===== src/rtl/bfpa_pkg.sv =====
`timescale 1ns / 1ps

package bfpa_pkg;

    // Default sizing of the partition table
    localparam int DEF_MAX_PARTITIONS = 8;
    localparam int DEF_ADDR_BITS      = 16;
    localparam int DEF_MAX_PROCESSES  = 16;

    localparam int CMD_W    = 2;
    localparam int STATUS_W = 2;

    // Command codes
    localparam logic [CMD_W-1:0] CMD_DEFINE  = 2'd0;
    localparam logic [CMD_W-1:0] CMD_ALLOC   = 2'd1;
    localparam logic [CMD_W-1:0] CMD_RELEASE = 2'd2;

    // Status codes
    localparam logic [STATUS_W-1:0] ST_OK        = 2'd0;
    localparam logic [STATUS_W-1:0] ST_TOO_BIG   = 2'd1;
    localparam logic [STATUS_W-1:0] ST_FULL      = 2'd2;
    localparam logic [STATUS_W-1:0] ST_NOT_FOUND = 2'd3;

endpackage


===== src/rtl/bfpa_ifs.sv =====
`timescale 1ns / 1ps

// Command channel
interface bfpa_cmd_if #(
    parameter int IDX_W  = $clog2(bfpa_pkg::DEF_MAX_PARTITIONS),
    parameter int ADDR_W = bfpa_pkg::DEF_ADDR_BITS,
    parameter int PID_W  = $clog2(bfpa_pkg::DEF_MAX_PROCESSES)
) ();
    logic                       valid;
    logic                       ready;
    logic [bfpa_pkg::CMD_W-1:0] cmd;
    logic [IDX_W-1:0]           slot_index;
    logic [ADDR_W-1:0]          slot_base;
    logic [ADDR_W-1:0]          slot_size;
    logic [ADDR_W-1:0]          request_size;
    logic [PID_W-1:0]           process_id;

    modport source (
        output valid, cmd, slot_index, slot_base, slot_size, request_size, process_id,
        input  ready
    );
    modport sink (
        input  valid, cmd, slot_index, slot_base, slot_size, request_size, process_id,
        output ready
    );
endinterface

// Result channel
interface bfpa_res_if #(
    parameter int IDX_W  = $clog2(bfpa_pkg::DEF_MAX_PARTITIONS),
    parameter int ADDR_W = bfpa_pkg::DEF_ADDR_BITS
) ();
    logic                          valid;
    logic                          ready;
    logic [bfpa_pkg::STATUS_W-1:0] status;
    logic [IDX_W-1:0]              chosen_index;
    logic [ADDR_W-1:0]             chosen_base;
    logic [ADDR_W-1:0]             chosen_size;

    modport source (
        output valid, status, chosen_index, chosen_base, chosen_size,
        input  ready
    );
    modport sink (
        input  valid, status, chosen_index, chosen_base, chosen_size,
        output ready
    );
endinterface

// Register write channel
interface bfpa_cfg_if #(
    parameter int CNT_W = $clog2(bfpa_pkg::DEF_MAX_PARTITIONS + 1)
) ();
    logic             valid;
    logic             ready;
    logic [CNT_W-1:0] partitions_in_use;

    modport source (
        output valid, partitions_in_use,
        input  ready
    );
    modport sink (
        input  valid, partitions_in_use,
        output ready
    );
endinterface


===== src/rtl/bfpa_cell.sv =====
`timescale 1ns / 1ps

// One table entry plus one stage of the probe chain
module bfpa_cell #(
    parameter int  CELL_INDEX = 0,
    parameter int  IDX_W      = 3,
    parameter int  ADDR_W     = bfpa_pkg::DEF_ADDR_BITS,
    parameter int  PID_W      = 4,
    parameter int  CNT_W      = 4,
    parameter type probe_t    = logic,
    parameter type commit_t   = logic
) (
    input  logic             clk,
    input  logic             rst_n,
    input  logic [CNT_W-1:0] scan_n,
    input  commit_t          commit,
    input  probe_t           up_probe,
    output probe_t           down_probe
);

    localparam logic [IDX_W-1:0] MY_IDX = IDX_W'(CELL_INDEX);
    localparam logic [CNT_W-1:0] MY_POS = CNT_W'(CELL_INDEX);

    logic [ADDR_W-1:0] base_reg,  base_next;
    logic [ADDR_W-1:0] size_reg,  size_next;
    logic [PID_W-1:0]  owner_reg, owner_next;
    logic              owned_reg, owned_next;
    probe_t            probe_reg, probe_next;

    // Entry update and probe evaluation
    always_comb
    begin
        base_next  = base_reg;
        size_next  = size_reg;
        owner_next = owner_reg;
        owned_next = owned_reg;
        probe_next = up_probe;

        if (up_probe.valid)
        begin
            unique case (up_probe.cmd)
                bfpa_pkg::CMD_DEFINE:
                begin
                    if (up_probe.slot_index == MY_IDX)
                    begin
                        base_next  = up_probe.slot_base;
                        size_next  = up_probe.slot_size;
                        owner_next = '0;
                        owned_next = 1'b0;
                    end
                end
                bfpa_pkg::CMD_ALLOC:
                begin
                    // best fit: smaller size wins, then lower base; earlier cell keeps ties
                    if ((MY_POS < scan_n) && (size_reg >= up_probe.req_size))
                    begin
                        probe_next.big = 1'b1;
                        if (!owned_reg &&
                            (!up_probe.found ||
                             (size_reg < up_probe.best_size) ||
                             ((size_reg == up_probe.best_size) &&
                              (base_reg < up_probe.best_base))))
                        begin
                            probe_next.found     = 1'b1;
                            probe_next.best_idx  = MY_IDX;
                            probe_next.best_base = base_reg;
                            probe_next.best_size = size_reg;
                        end
                    end
                end
                bfpa_pkg::CMD_RELEASE:
                begin
                    // first owned match along the chain
                    if (!up_probe.found && owned_reg && (owner_reg == up_probe.pid))
                    begin
                        probe_next.found     = 1'b1;
                        probe_next.best_idx  = MY_IDX;
                        probe_next.best_base = base_reg;
                        probe_next.best_size = size_reg;
                    end
                end
                default:
                begin
                end
            endcase
        end

        // claim or free once the scan has picked this entry
        if (commit.valid && (commit.idx == MY_IDX))
        begin
            owned_next = commit.claim;
            owner_next = commit.claim ? commit.pid : '0;
        end
    end

    always_ff @(posedge clk or negedge rst_n)
    begin
        if (!rst_n)
        begin
            base_reg  <= '0;
            size_reg  <= '0;
            owner_reg <= '0;
            owned_reg <= 1'b0;
            probe_reg <= '0;
        end
        else
        begin
            base_reg  <= base_next;
            size_reg  <= size_next;
            owner_reg <= owner_next;
            owned_reg <= owned_next;
            probe_reg <= probe_next;
        end
    end

    assign down_probe = probe_reg;

endmodule


===== src/rtl/best_fit_partition_allocator.sv =====
`timescale 1ns / 1ps

// Best-fit fixed-partition allocator.
// request: one transaction per command (define, allocate, release). Define
//   writes an entry's base and size and frees it; allocate claims the smallest
//   free entry that fits among the first partitions_in_use entries; release
//   frees the lowest-index entry owned by the process.
// response: exactly one transaction per command with status, index, base, size.
// setup: writes partitions_in_use (saturates at MAX_PARTITIONS); always ready;
//   the user must write it only while no command is in flight; not enforced.
// A command walks a chain of MAX_PARTITIONS cells, one cell per cycle, and the
// winner is committed as it leaves the chain. Its result then passes through
// the hold stage and the output register before the response is valid. A new
// command is taken only once the previous one has left the chain and its
// result has left the hold stage.
// While the response is stalled, one further command may run through the
// chain and park its result; request.ready then stays low until it drains.
// Reset clears every entry to base 0, size 0, free, and sets
// partitions_in_use to MAX_PARTITIONS.
module best_fit_partition_allocator #(
    parameter int MAX_PARTITIONS = bfpa_pkg::DEF_MAX_PARTITIONS,
    parameter int ADDR_BITS      = bfpa_pkg::DEF_ADDR_BITS,
    parameter int MAX_PROCESSES  = bfpa_pkg::DEF_MAX_PROCESSES
) (
    input  logic clk,
    input  logic rst_n,
    bfpa_cmd_if.sink   request,
    bfpa_res_if.source response,
    bfpa_cfg_if.sink   setup
);

    localparam int IDX_W = (MAX_PARTITIONS > 1) ? $clog2(MAX_PARTITIONS) : 1;
    localparam int PID_W = $clog2(MAX_PROCESSES);
    localparam int CNT_W = $clog2(MAX_PARTITIONS + 1);

    localparam logic [CNT_W-1:0] SCAN_MAX   = CNT_W'(MAX_PARTITIONS);
    localparam logic [IDX_W:0]   TABLE_SIZE = (IDX_W + 1)'(MAX_PARTITIONS);

    typedef struct packed {
        logic                       valid;
        logic [bfpa_pkg::CMD_W-1:0] cmd;
        logic [IDX_W-1:0]           slot_index;
        logic [ADDR_BITS-1:0]       slot_base;
        logic [ADDR_BITS-1:0]       slot_size;
        logic [ADDR_BITS-1:0]       req_size;
        logic [PID_W-1:0]           pid;
        logic                       found;
        logic                       big;
        logic [IDX_W-1:0]           best_idx;
        logic [ADDR_BITS-1:0]       best_base;
        logic [ADDR_BITS-1:0]       best_size;
    } probe_t;

    typedef struct packed {
        logic             valid;
        logic             claim;
        logic [IDX_W-1:0] idx;
        logic [PID_W-1:0] pid;
    } commit_t;

    typedef struct packed {
        logic [bfpa_pkg::STATUS_W-1:0] status;
        logic [IDX_W-1:0]              idx;
        logic [ADDR_BITS-1:0]          base;
        logic [ADDR_BITS-1:0]          size;
    } result_t;

    probe_t  chain [0:MAX_PARTITIONS];
    probe_t  tail;
    commit_t commit;
    result_t tail_result;

    logic             accept;
    logic             move;
    logic             busy_reg,       busy_next;
    logic             pend_valid_reg, pend_valid_next;
    result_t          pend_reg,       pend_next;
    logic             out_valid_reg,  out_valid_next;
    result_t          out_reg,        out_next;
    logic [CNT_W-1:0] scan_n_reg,     scan_n_next;

    // Command entry into the chain
    assign request.ready = !busy_reg && !pend_valid_reg;
    assign accept        = request.valid && request.ready;

    always_comb
    begin
        chain[0]            = '0;
        chain[0].valid      = accept;
        chain[0].cmd        = request.cmd;
        chain[0].slot_index = request.slot_index;
        chain[0].slot_base  = request.slot_base;
        chain[0].slot_size  = request.slot_size;
        chain[0].req_size   = request.request_size;
        chain[0].pid        = request.process_id;
    end

    // Cell chain
    for (genvar g = 0; g < MAX_PARTITIONS; g++)
    begin : g_cell
        bfpa_cell #(
            .CELL_INDEX (g),
            .IDX_W      (IDX_W),
            .ADDR_W     (ADDR_BITS),
            .PID_W      (PID_W),
            .CNT_W      (CNT_W),
            .probe_t    (probe_t),
            .commit_t   (commit_t)
        ) u_cell (
            .clk        (clk),
            .rst_n      (rst_n),
            .scan_n     (scan_n_reg),
            .commit     (commit),
            .up_probe   (chain[g]),
            .down_probe (chain[g+1])
        );
    end

    assign tail = chain[MAX_PARTITIONS];

    // Commit the winner to its cell as the probe leaves the chain
    always_comb
    begin
        commit.valid = tail.valid && tail.found &&
                       ((tail.cmd == bfpa_pkg::CMD_ALLOC) ||
                        (tail.cmd == bfpa_pkg::CMD_RELEASE));
        commit.claim = (tail.cmd == bfpa_pkg::CMD_ALLOC);
        commit.idx   = tail.best_idx;
        commit.pid   = tail.pid;
    end

    // Result decode
    always_comb
    begin
        tail_result = '0;
        unique case (tail.cmd)
            bfpa_pkg::CMD_DEFINE:
            begin
                tail_result.status = bfpa_pkg::ST_OK;
                if ({1'b0, tail.slot_index} < TABLE_SIZE)
                begin
                    tail_result.idx  = tail.slot_index;
                    tail_result.base = tail.slot_base;
                    tail_result.size = tail.slot_size;
                end
            end
            bfpa_pkg::CMD_ALLOC:
            begin
                if (tail.found)
                begin
                    tail_result.status = bfpa_pkg::ST_OK;
                    tail_result.idx    = tail.best_idx;
                    tail_result.base   = tail.best_base;
                    tail_result.size   = tail.best_size;
                end
                else
                begin
                    tail_result.status = tail.big ? bfpa_pkg::ST_FULL : bfpa_pkg::ST_TOO_BIG;
                end
            end
            bfpa_pkg::CMD_RELEASE:
            begin
                if (tail.found)
                begin
                    tail_result.status = bfpa_pkg::ST_OK;
                    tail_result.idx    = tail.best_idx;
                    tail_result.base   = tail.best_base;
                    tail_result.size   = tail.best_size;
                end
                else
                begin
                    tail_result.status = bfpa_pkg::ST_NOT_FOUND;
                end
            end
            default:
            begin
                tail_result.status = bfpa_pkg::ST_OK;
            end
        endcase
    end

    // Hold stage and output register
    assign move = pend_valid_reg && (!out_valid_reg || response.ready);

    always_comb
    begin
        busy_next       = busy_reg;
        pend_valid_next = pend_valid_reg;
        pend_next       = pend_reg;
        out_valid_next  = out_valid_reg;
        out_next        = out_reg;

        if (accept)
        begin
            busy_next = 1'b1;
        end
        if (tail.valid)
        begin
            busy_next       = 1'b0;
            pend_valid_next = 1'b1;
            pend_next       = tail_result;
        end

        if (move)
        begin
            pend_valid_next = 1'b0;
            out_valid_next  = 1'b1;
            out_next        = pend_reg;
        end
        else if (response.ready)
        begin
            out_valid_next = 1'b0;
        end
    end

    // Scan count register, saturated on write
    assign setup.ready = 1'b1;

    always_comb
    begin
        scan_n_next = scan_n_reg;
        if (setup.valid)
        begin
            scan_n_next = (setup.partitions_in_use > SCAN_MAX) ? SCAN_MAX
                                                               : setup.partitions_in_use;
        end
    end

    always_ff @(posedge clk or negedge rst_n)
    begin
        if (!rst_n)
        begin
            busy_reg       <= 1'b0;
            pend_valid_reg <= 1'b0;
            out_valid_reg  <= 1'b0;
            scan_n_reg     <= SCAN_MAX;
        end
        else
        begin
            busy_reg       <= busy_next;
            pend_valid_reg <= pend_valid_next;
            out_valid_reg  <= out_valid_next;
            scan_n_reg     <= scan_n_next;
        end
    end

    always_ff @(posedge clk)
    begin
        pend_reg <= pend_next;
        out_reg  <= out_next;
    end

    assign response.valid        = out_valid_reg;
    assign response.status       = out_reg.status;
    assign response.chosen_index = out_reg.idx;
    assign response.chosen_base  = out_reg.base;
    assign response.chosen_size  = out_reg.size;

endmodule


===== src/flat_wrapper.sv =====
// flat-port wrapper written by rule: the top's interface ports become plain ports
module best_fit_partition_allocator_flat 
#(
    parameter int MAX_PARTITIONS = bfpa_pkg::DEF_MAX_PARTITIONS,
    parameter int ADDR_BITS      = bfpa_pkg::DEF_ADDR_BITS,
    parameter int MAX_PROCESSES  = bfpa_pkg::DEF_MAX_PROCESSES
)
  (clk, rst_n, request_valid, request_cmd, request_slot_index, request_slot_base, request_slot_size, request_request_size, request_process_id, request_ready, response_valid, response_status, response_chosen_index, response_chosen_base, response_chosen_size, response_ready, setup_valid, setup_partitions_in_use, setup_ready);
  bfpa_cmd_if request_i ();
  bfpa_res_if response_i ();
  bfpa_cfg_if setup_i ();
  input  logic clk;
  input  logic rst_n;
  input wire logic [$bits(request_i.valid)-1:0] request_valid;
  input wire logic [$bits(request_i.cmd)-1:0] request_cmd;
  input wire logic [$bits(request_i.slot_index)-1:0] request_slot_index;
  input wire logic [$bits(request_i.slot_base)-1:0] request_slot_base;
  input wire logic [$bits(request_i.slot_size)-1:0] request_slot_size;
  input wire logic [$bits(request_i.request_size)-1:0] request_request_size;
  input wire logic [$bits(request_i.process_id)-1:0] request_process_id;
  output wire logic [$bits(request_i.ready)-1:0] request_ready;
  output wire logic [$bits(response_i.valid)-1:0] response_valid;
  output wire logic [$bits(response_i.status)-1:0] response_status;
  output wire logic [$bits(response_i.chosen_index)-1:0] response_chosen_index;
  output wire logic [$bits(response_i.chosen_base)-1:0] response_chosen_base;
  output wire logic [$bits(response_i.chosen_size)-1:0] response_chosen_size;
  input wire logic [$bits(response_i.ready)-1:0] response_ready;
  input wire logic [$bits(setup_i.valid)-1:0] setup_valid;
  input wire logic [$bits(setup_i.partitions_in_use)-1:0] setup_partitions_in_use;
  output wire logic [$bits(setup_i.ready)-1:0] setup_ready;
  assign request_i.valid = request_valid;
  assign request_i.cmd = request_cmd;
  assign request_i.slot_index = request_slot_index;
  assign request_i.slot_base = request_slot_base;
  assign request_i.slot_size = request_slot_size;
  assign request_i.request_size = request_request_size;
  assign request_i.process_id = request_process_id;
  assign request_ready = request_i.ready;
  assign response_valid = response_i.valid;
  assign response_status = response_i.status;
  assign response_chosen_index = response_i.chosen_index;
  assign response_chosen_base = response_i.chosen_base;
  assign response_chosen_size = response_i.chosen_size;
  assign response_i.ready = response_ready;
  assign setup_i.valid = setup_valid;
  assign setup_i.partitions_in_use = setup_partitions_in_use;
  assign setup_ready = setup_i.ready;
  best_fit_partition_allocator #(.MAX_PARTITIONS(MAX_PARTITIONS), .ADDR_BITS(ADDR_BITS), .MAX_PROCESSES(MAX_PROCESSES)) u_core (.clk(clk), .rst_n(rst_n), .request(request_i), .response(response_i), .setup(setup_i));
endmodule

===== config.mk =====
export PLATFORM = sky130hd
export DESIGN_NAME = best_fit_partition_allocator_flat
export DESIGN_NICKNAME = d
export VERILOG_FILES = /design/src/rtl/bfpa_pkg.sv /design/src/rtl/bfpa_ifs.sv /design/src/rtl/bfpa_cell.sv /design/src/rtl/best_fit_partition_allocator.sv /design/src/flat_wrapper.sv
export SDC_FILE = /design/constraint.sdc
export NUM_CORES = 2
export LEC_CHECK = 0
export BUFFER_PORTS_ARGS = -buffer_cell sky130_fd_sc_hd__buf_2
export CORE_ASPECT_RATIO = 0.75
export CORE_MARGIN = 4
export CORE_UTILIZATION = 36
export DETAILED_ROUTE_END_ITERATION = 10
export GPL_ROUTABILITY_DRIVEN = 0
export PLACE_DENSITY_LB_ADDON = 0.05
export SETUP_SLACK_MARGIN = 0.5
export SYNTH_ARGS = -nofsm -noshare
export SYNTH_HDL_FRONTEND = slang
export SYNTH_HIERARCHICAL = 1
export SYNTH_SLANG_ARGS = --single-unit

===== constraint.sdc =====
create_clock -name clk -period 4 [get_ports clk]
set_input_delay 0.6 -clock clk [delete_from_list [all_inputs] [get_ports clk]]
set_output_delay 0.6 -clock clk [all_outputs]
set_load 0.01 [all_outputs]

==> results.py <==
metrics = {
    "outcome": {
        "status": "finished clean",
    },
    "floorplan": {
        "die_x_um": 440,
        "die_y_um": 332,
        "start_util": 0.364,
        "core_um2": 138000,
        "die_area_um2": 146000,
        "row_count": 118,
        "ios": 106,
    },
    "min_path": {
        "min_from": "request_slot_size[5]",
        "min_path_type": "input port to register",
    },
    "worst_setup_path": {
        "path_common_cell": "or4_4",
        "cp_top_family": "simple AND/OR/NAND/NOR gates",
        "r2r_start": "u_core/g_cell[3].u_cell/size_reg[11]",
        "startpoint": "u_core/g_cell[3].u_cell/size_reg[11]",
        "cp.arrival_ns": 4.01,
        "cp-end-kind": "register",
        "cp_cell_sequence": "ha_1, nand4_1, or4_4, or4_1, a2111o_1, and3_4, or4_4, a32o_1",
        "worstPathRequired_ns": 4.60,
        "slowest_stage": "or4_4",
        "worst-setup-path-type": "register to register",
        "crit_buf_inv": 0,
        "slowest_delay_ns": 0.56,
        "setup.worst_path.start_class": "register",
        "cp_max_fo": 6,
    },
    "sta": {
        "worst_slew_pin_slew_ns": 1.04,
        "relSlewSlack": 0.304,
        "min_period_over_period": 0.852,
        "finalHoldViolations": 0,
        "grt_setup_unrepaired": "false",
        "setup_tns_ns": 0,
        "max_freq_ghz": 0.293,
        "min_period_ns": 3.41,
        "setup_viol": 0,
        "worst_slack_ns": 0.592,
        "drv_slew": 0,
        "fin_worst_skew_ns": 0.0162,
    },
    "clock_tree": {
        "cts_sinks": 1121,
        "clock_latency_ns": 0.73,
        "cts_buffer_depth": 3,
        "cts_tree": "done",
        "clkTransAtPathRegs_ns": 0.06,
        "cts-buffers-inserted": 113,
        "cts_root_buffer": "clkbuf_16",
        "cts_max_level": 3,
    },
    "pwr": {
        "total_power_mw": 27.4,
        "ir_worst_vdd_uv": 370,
        "leakagePower_nw": 28.4,
        "powerDensity_nw_per_um2": 472,
    },
    "drt": {
        "totalWireLength_mm": 133,
        "drt-pass1-iter-count": 5,
        "avgViaCountPerCell": 4.93,
        "drt_iter0_markers": 2343,
        "ant_nets": 0,
        "drc": 0,
        "wire_per_inst_um": 20.1,
        "vias": 32609,
    },
    "global_routing": {
        "use_met3": 0.0250,
        "gr-usage-all-layers": 0.182,
        "grt_overflow_total": 0,
        "grt_pass1_wl_mm": 206,
        "grt_pass1_vias": 32379,
        "use_met2": 0.268,
        "antenna_found_initial": 1,
        "grt_max_degree": 134,
        "gr-usage-met1": 0.281,
        "grt_most_used_layer": "met1",
    },
    "layout": {
        "syn_to_final_growth_pct": 15.2,
        "final_common_cell": "dfrtp_1",
        "final_core_util": 0.419,
        "mostFrequentLayoutCells": "1044 x dfrtp_1, 644 x nand2_1, 457 x inv_1",
        "fin_nets": 5136,
        "layout-drive-gt1-share": 0.125,
        "largest_reg_flops": 744,
    },
    "run": {
        "maxCapViolations": 0,
    },
    "logic_synthesis": {
        "synth_cells": 4384,
        "synth_area_um2": 50400,
        "synth-warning-count": 6,
        "avgSynthCellArea_um2": 11.5,
    },
    "placed_design": {
        "pre_cts_ws_ns": 0.399,
        "place_hpwl_mm": 98.2,
        "numPortBuffers": 104,
    },
}
[power breakdown]
| group | internal [mW] | switching, mW |
|---|---|---|
| Sequential | 12.4 | 0.875 |
| Combinational | 1.28 | 1.56 |
| Clock | 6.76 | 4.49 |
[final timing paths]
path / endpoint / slack (ns) / cells past startpoint
worst max-delay path: u_core/g_cell[3].u_cell/down_probe[29] / 0.59 / 8
worst min-delay path: u_core/g_cell[0].u_cell/down_probe[62] / 0.06 / 1
worst max register to register: u_core/g_cell[3].u_cell/down_probe[29] / 0.59 / 8
worst min register to register: u_core/g_cell[6].u_cell/down_probe[78] / 0.37 / 0
max in group asynchronous: u_core/g_cell[0].u_cell/down_probe[55] / 2.49 / 3
min in group asynchronous: u_core/g_cell[0].u_cell/base_reg[7] / 0.36 / 2
[timing repair]
item                                    CTS  global route
gates resized for setup                   3             3
gates cloned                              1             0
pin swaps                                 2             3
hold endpoints to repair                 74             0
hold buffers                             55             0
endpoints found under the setup margin   10            10
setup buffers                             3            11
[metrics by stage]
| step | hold slack, ns | area [um^2] | std cells |
|---|---|---|---|
| CTS | 0.00424 | 57900 | 6607 |
| global route | 0.0112 | 58000 | 6619 |
| global placement | 0.359 | 53300 | 6341 |
| finish | 0.0631 | 58000 | 6620 |
| detailed placement | 0.357 | 53300 | 6341 |
| floorplan | 0.304 | 50700 | 4477 |
[layout make-up]
class	count	area, um^2
fill	13231	80500
sequential	1121	28400
multi-input combinational	2717	19600
clock buffer	161	3390
tap	1860	2330
timing repair buffer	252	1930
inverter	461	1730
clock inverter	46	584
antenna	2	5.00
[worst register-to-register path: cells and delay by family, from the launching register on]
family / cells / cell delay (ns)
DFF: 1 / 0.43
adders and majority gates: 1 / 0.32
and+or+nand+nor: 5 / 1.92
AOI/OAI and AO/OA: 2 / 0.61
[routing by layer]
metal	part of all wire	up-vias	wire, um
met2	0.43	540	56700
met4	0.028	0	3680
met5	0	-	0
li1	-	15946	-
met1	0.51	15951	68500
met3	0.033	172	4340
Note: power is estimated with default switching activity, not from simulation.
